===== src/hdl/cbs_pkg.sv =====
// ----------------------------------------------------------------------------
// cbs_pkg
// Types and constants shared by the B-spline path follower modules.
// ----------------------------------------------------------------------------
package cbs_pkg;
    localparam logic [2:0] CMD_WRITE   = 3'd0;
    localparam logic [2:0] CMD_START   = 3'd1;
    localparam logic [2:0] CMD_TICK    = 3'd2;
    localparam logic [2:0] CMD_SPEED   = 3'd3;
    localparam logic [2:0] CMD_STOP    = 3'd4;
    localparam logic [2:0] CMD_RESTART = 3'd5;

    localparam logic [16:0] Q16_ONE = 17'd65536;

    // Request to the shared multiplier: start strobe and operands.
    typedef struct packed {
        logic        start;
        logic [35:0] a;
        logic [35:0] b;
    } t_mul_req;
endpackage


===== src/hdl/cbs_mul.sv =====
// ----------------------------------------------------------------------------
// cbs_mul
// Shared registered signed multiplier, 36 x 36 via halves.
// ----------------------------------------------------------------------------
module cbs_mul
    import cbs_pkg::*;
(
    input  logic               i_clk,
    input  t_mul_req           i_req,
    output logic signed [71:0] o_prod
);
    // a is split into a signed high part and an unsigned 18-bit low part.
    logic signed [35:0] r_b;
    logic signed [17:0] r_ahi;
    logic        [17:0] r_alo;
    logic signed [53:0] r_plo;
    logic signed [53:0] r_phi;
    logic signed [71:0] r_prod;

    always_ff @(posedge i_clk) begin
        if (i_req.start) begin
            r_b   <= signed'(i_req.b);
            r_ahi <= signed'(i_req.a[35:18]);
            r_alo <= i_req.a[17:0];
        end
        r_plo  <= r_b * signed'({1'b0, r_alo});
        r_phi  <= r_b * r_ahi;
        r_prod <= (72'(r_phi) <<< 18) + 72'(r_plo);
    end
    assign o_prod = r_prod;
endmodule


===== config.mk =====
export PLATFORM = sky130hd
export DESIGN_NAME = cbs_mul
export DESIGN_NICKNAME = d
export VERILOG_FILES = /design/src/hdl/cbs_pkg.sv /design/src/hdl/cbs_mul.sv
export SDC_FILE = /design/constraint.sdc
export NUM_CORES = 2
export LEC_CHECK = 0
export BUFFER_PORTS_ARGS = -buffer_cell sky130_fd_sc_hd__buf_2
export CAP_MARGIN = 20
export CELL_PAD_IN_SITES_DETAIL_PLACEMENT = 0
export CELL_PAD_IN_SITES_GLOBAL_PLACEMENT = 2
export CORE_MARGIN = 5
export CORE_UTILIZATION = 42
export DETAILED_ROUTE_END_ITERATION = 7
export GPL_ROUTABILITY_DRIVEN = 0
export PLACE_DENSITY_LB_ADDON = 0.1
export SLEW_MARGIN = 20
export SYNTH_ARGS = -nofsm -noshare
export SYNTH_HDL_FRONTEND = slang
export SYNTH_SLANG_ARGS = --single-unit

===== constraint.sdc =====
create_clock -name i_clk -period 9.14 [get_ports i_clk]
set_clock_uncertainty 0.2 [all_clocks]
set_input_delay 1.371 -clock i_clk [delete_from_list [all_inputs] [get_ports i_clk]]
set_output_delay 1.371 -clock i_clk [all_outputs]
set_load 0.005 [all_outputs]

==> results.md <==
Final layout:
- In the final layout, the share of cells above drive strength 1 is 0.06578.
- Summing all multi-input logic gate instances after layout gives approximately 41000 sq um.
- The sequential cells in the finished layout cover a total of about 5800 sq um.
- The commonest non-fill, non-tap cell in the layout is sky130_fd_sc_hd__inv_1.
- The area growth from synthesis to layout is 7.331%.
- The final antenna diode count is 0.
- After the last flow step, the layout net total stands at 7404.
- The top cell types in the final layout, fill and taps aside, are sky130_fd_sc_hd__inv_1 (1444), sky130_fd_sc_hd__fa_1 (1234), sky130_fd_sc_hd__nand2_1 (781).
- The layout has 12543 filler cells.

Status:
- The flow ran to the end, and the final reports show no timing, DRC or antenna violations.

Yosys:
- Synthesis inferred 252 register bits.
- For this run, the register share of the synthesized area comes to 0.1081.
- A synthesized cell averages 9.250 sq um.
- The number of cells produced by synthesis is 5764.
- The warning count from the yosys run is 0.
- The distinct cell type count after synthesis is 86.
- The summed instance area of the synthesized netlist is 53320 sq um.
- The net count after synthesis is about 7400.
- For this run, asynchronously set or reset flops after synthesis account for 0.
- The most used flip-flop cell after synthesis is sky130_fd_sc_hd__dfxtp_1.
- The count of flip-flops with a built-in enable after synthesis is 72.

Routing:
- For this run, design rule violations remaining after detail routing come to 0.
- Detailed routing inserted a total of 36727 vias.
- The initial DRC count is roughly 1800.
- The detailed-route wire length per cell is 20.11 microns.
- The first TritonRoute pass finished after 5 iterations.
- Dividing the detail-routed via count by the number of cells gives 4.925.
- In this run the remaining antenna-violating nets after routing total 0.
- Wires add up to 150000 microns.

Worst setup path:
- The maximum fanout along the worst path is 22.
- Data arrives at the worst endpoint at 8540 ps.
- By startpoint and endpoint, the worst setup path is classified as register to register.
- The data required time at the worst endpoint is ~9400 ps.
- The worst setup path is captured at a register.
- The register-to-register setup slack is 890 ps.
- The worst setup path is launched from a register.

STA:
- Setup violations remaining at the end of the flow were counted as 0.
- The setup TNS after final layout is 0 ps.
- The max-slew violation count is 0.
- Setup repair after global routing left no endpoint under its margin.
- The clock period could shrink to approximately 8200 ps.
- Dividing the final minimum period by the clock period gives 0.9022.
- The count of final hold-check violations was 0.
- The remaining max-slew budget at the tightest pin is 0.2200.
- For the pin with the worst max-slew slack, the measured transition is 1170 ps.
- The top achievable clock speed is roughly 120 MHz.

Clock network:
- For this design, the CTS-stage hold fixing added 0 buffers.
- After clock tree synthesis, the clock-pin slew on the worst setup and hold paths is 60 ps.
- The clock sink count is 252.
- Post-CTS repair changed the size of 0 cells.
- The total CTS buffers is 36.
- The CTS H-tree depth is 2.
- The buffer cell driving the clock tree root is sky130_fd_sc_hd__clkbuf_16.
- The post-CTS setup buffer count is 0.
- TritonCTS built the clock tree.
- The clock insertion delay at the later pin of the skew report is slightly above 600 ps.
- In this run the deepest clock path goes through 3 buffers.

Placed design:
- The count of input and output buffers is approximately 150.
- The wire-length estimate of the detail-placed layout is 124400 microns.

Floorplan:
- The vertical die dimension is 366.3 microns.
- From left edge to right edge, the die measures 366.3 microns.
- The floorplan step defined a core boundary enclosing 125900 sq um.
- The starting density of the core is 0.4235.
- between 100 and 150 I/O pins were placed.
- The floorplan step defined a die boundary enclosing 134200 sq um.
- The total number of placement rows is 130.

Job:
- The number of max-cap violations is 0.

Global route:
- The via count of the first global-routing pass was ~42000.
- Entering global routing, the biggest net connects 47 pins.
- The first global-routing pass estimated 243700 microns of wire.
- Across every metal layer, demand over resource in global routing totals 0.2335.
- The initial antenna violation count is 1.
- The aggregate global routing overflow is 0.

Hold path:
- The path class of the tightest hold or removal check is register to register.
## path summary, 6_finish.rpt
kind                  from   endpoint  cells past startpoint
setup / recovery    r_b[5]  r_plo[52]                     23
hold / removal    r_plo[6]  o_prod[6]                      0
setup reg to reg    r_b[5]  r_plo[52]                     23
hold reg to reg   r_plo[6]  o_prod[6]                      0
## sequential cells by signal, summed over array words and instances, names as in the netlist
name and count:
o_prod 72, r_phi 54, r_plo 54, r_b 36, r_ahi 18, r_alo 18
## area by class of cell
cell class / count / area share
clock buffers: 44 / 0.01753
clock inverters: 19 / 0.003148
repair buffers: 280 / 0.03144
well taps: 1650 / 0.03608
inverters: 1444 / 0.09471
flip-flops and latches: 252 / 0.1007
multi-input cells: 3768 / 0.7163
## cell families after synthesis
family / after synthesis / share of synthesized area
muxes: 1 / 0.0001877
DFF: 252 / 0.1081
AOI/OAI and AO/OA: 455 / 0.05904
xor gates and xnor gates: 159 / 0.02612
adders and majority gates: 1548 / 0.5370
and+or+nand+nor: 1605 / 0.1465
buffers and inverters: 1744 / 0.1230
## worst max-delay path, stage by stage, from the launching register on
cell and delay (ps):
sky130_fd_sc_hd__edfxtp_1 750, sky130_fd_sc_hd__buf_4 400, sky130_fd_sc_hd__and2_1 220, sky130_fd_sc_hd__fa_1 400, sky130_fd_sc_hd__fa_1 490, sky130_fd_sc_hd__inv_1 50
sky130_fd_sc_hd__fa_1 500, sky130_fd_sc_hd__inv_1 70, sky130_fd_sc_hd__fa_1 500, sky130_fd_sc_hd__inv_1 50, sky130_fd_sc_hd__fa_1 480, sky130_fd_sc_hd__fa_1 490
sky130_fd_sc_hd__inv_1 40, sky130_fd_sc_hd__ha_1 460, sky130_fd_sc_hd__nand2_1 80, sky130_fd_sc_hd__o21ai_0 520, sky130_fd_sc_hd__o211ai_1 300, sky130_fd_sc_hd__a21oi_1 370
sky130_fd_sc_hd__o211ai_1 260, sky130_fd_sc_hd__o31ai_2 480, sky130_fd_sc_hd__a21oi_1 260, sky130_fd_sc_hd__o211ai_1 270, sky130_fd_sc_hd__nand2b_1 130, sky130_fd_sc_hd__a311o_1 320
## cells in the mapped netlist (3+ instances only)
| master | instances | share of area |
|---|---|---|
| sky130_fd_sc_hd__dfxtp_1 | 180 | 0.068 |
| sky130_fd_sc_hd__nand3b_1 | 3 | 0.00042 |
| sky130_fd_sc_hd__and2_1 | 570 | 0.067 |
| sky130_fd_sc_hd__nand4_1 | 20 | 0.0023 |
| sky130_fd_sc_hd__o41a_1 | 3 | 0.00063 |
| sky130_fd_sc_hd__o211ai_1 | 9 | 0.0013 |
| sky130_fd_sc_hd__o311ai_1 | 3 | 0.00049 |
| sky130_fd_sc_hd__a41oi_1 | 3 | 0.00049 |
| sky130_fd_sc_hd__xor2_1 | 43 | 0.0071 |
| sky130_fd_sc_hd__a221oi_1 | 4 | 0.00066 |
| sky130_fd_sc_hd__o21bai_1 | 21 | 0.0030 |
| sky130_fd_sc_hd__o21ai_1 | 8 | 0.00075 |
| sky130_fd_sc_hd__o31ai_1 | 4 | 0.00056 |
| sky130_fd_sc_hd__nor2b_1 | 14 | 0.0016 |
| sky130_fd_sc_hd__nor3_1 | 14 | 0.0013 |
| sky130_fd_sc_hd__nand3_1 | 25 | 0.0023 |
| sky130_fd_sc_hd__fa_1 | 1234 | 0.46 |
| sky130_fd_sc_hd__buf_2 | 4 | 0.00038 |
| sky130_fd_sc_hd__a21oi_2 | 4 | 0.00066 |
| sky130_fd_sc_hd__and4_1 | 3 | 0.00049 |
| sky130_fd_sc_hd__a211o_1 | 4 | 0.00066 |
| sky130_fd_sc_hd__xnor2_1 | 116 | 0.019 |
| sky130_fd_sc_hd__or3_1 | 4 | 0.00047 |
| sky130_fd_sc_hd__a31o_2 | 3 | 0.00049 |
| sky130_fd_sc_hd__a41o_1 | 3 | 0.00056 |
| sky130_fd_sc_hd__a21boi_0 | 6 | 0.00084 |
| sky130_fd_sc_hd__and3_1 | 20 | 0.0023 |
| sky130_fd_sc_hd__nor2_1 | 111 | 0.0078 |
| sky130_fd_sc_hd__a2111oi_0 | 3 | 0.00049 |
| sky130_fd_sc_hd__nor3b_1 | 3 | 0.00042 |
| sky130_fd_sc_hd__o21ai_0 | 70 | 0.0066 |
| sky130_fd_sc_hd__o21a_1 | 16 | 0.0023 |
| sky130_fd_sc_hd__clkbuf_1 | 294 | 0.021 |
| sky130_fd_sc_hd__nand2_1 | 781 | 0.055 |
| sky130_fd_sc_hd__a21o_1 | 90 | 0.013 |
| sky130_fd_sc_hd__edfxtp_1 | 72 | 0.041 |
| sky130_fd_sc_hd__inv_1 | 1444 | 0.10 |
| sky130_fd_sc_hd__a21oi_1 | 131 | 0.012 |
| sky130_fd_sc_hd__nand2b_1 | 22 | 0.0026 |
| sky130_fd_sc_hd__a211oi_1 | 12 | 0.0017 |
| sky130_fd_sc_hd__a31oi_1 | 14 | 0.0016 |
| sky130_fd_sc_hd__ha_1 | 314 | 0.074 |
| sky130_fd_sc_hd__or4_1 | 3 | 0.00042 |
## per-layer routing
metal / share of wire / GRT usage / wire [microns]
met4: 0.020 / 0.04398 / 2960
met5: 0 / 0 / 0
met1: 0.42 / 0.2934 / 63490
met2: 0.53 / 0.4394 / 79160
met3: 0.029 / 0.02205 / 4374
## through the flow
step	worst slack (ps)	util	area [sq um]	cells	hold WS, ps
after floorplan	2545	-	53320	5764	109.6
after global placement	987.9	0.4450	56030	7393	110.1
after detailed placement	962.5	0.4450	56030	7393	112.1
after CTS	964.2	0.4544	57210	7456	125.9
after global routing	615.2	0.4546	57230	7457	131.6
final	893.8	0.4546	57230	7457	124.8
Power is not shown: default switching activity piles up to over one toggle a cycle in this logic, so the estimate is an artifact.
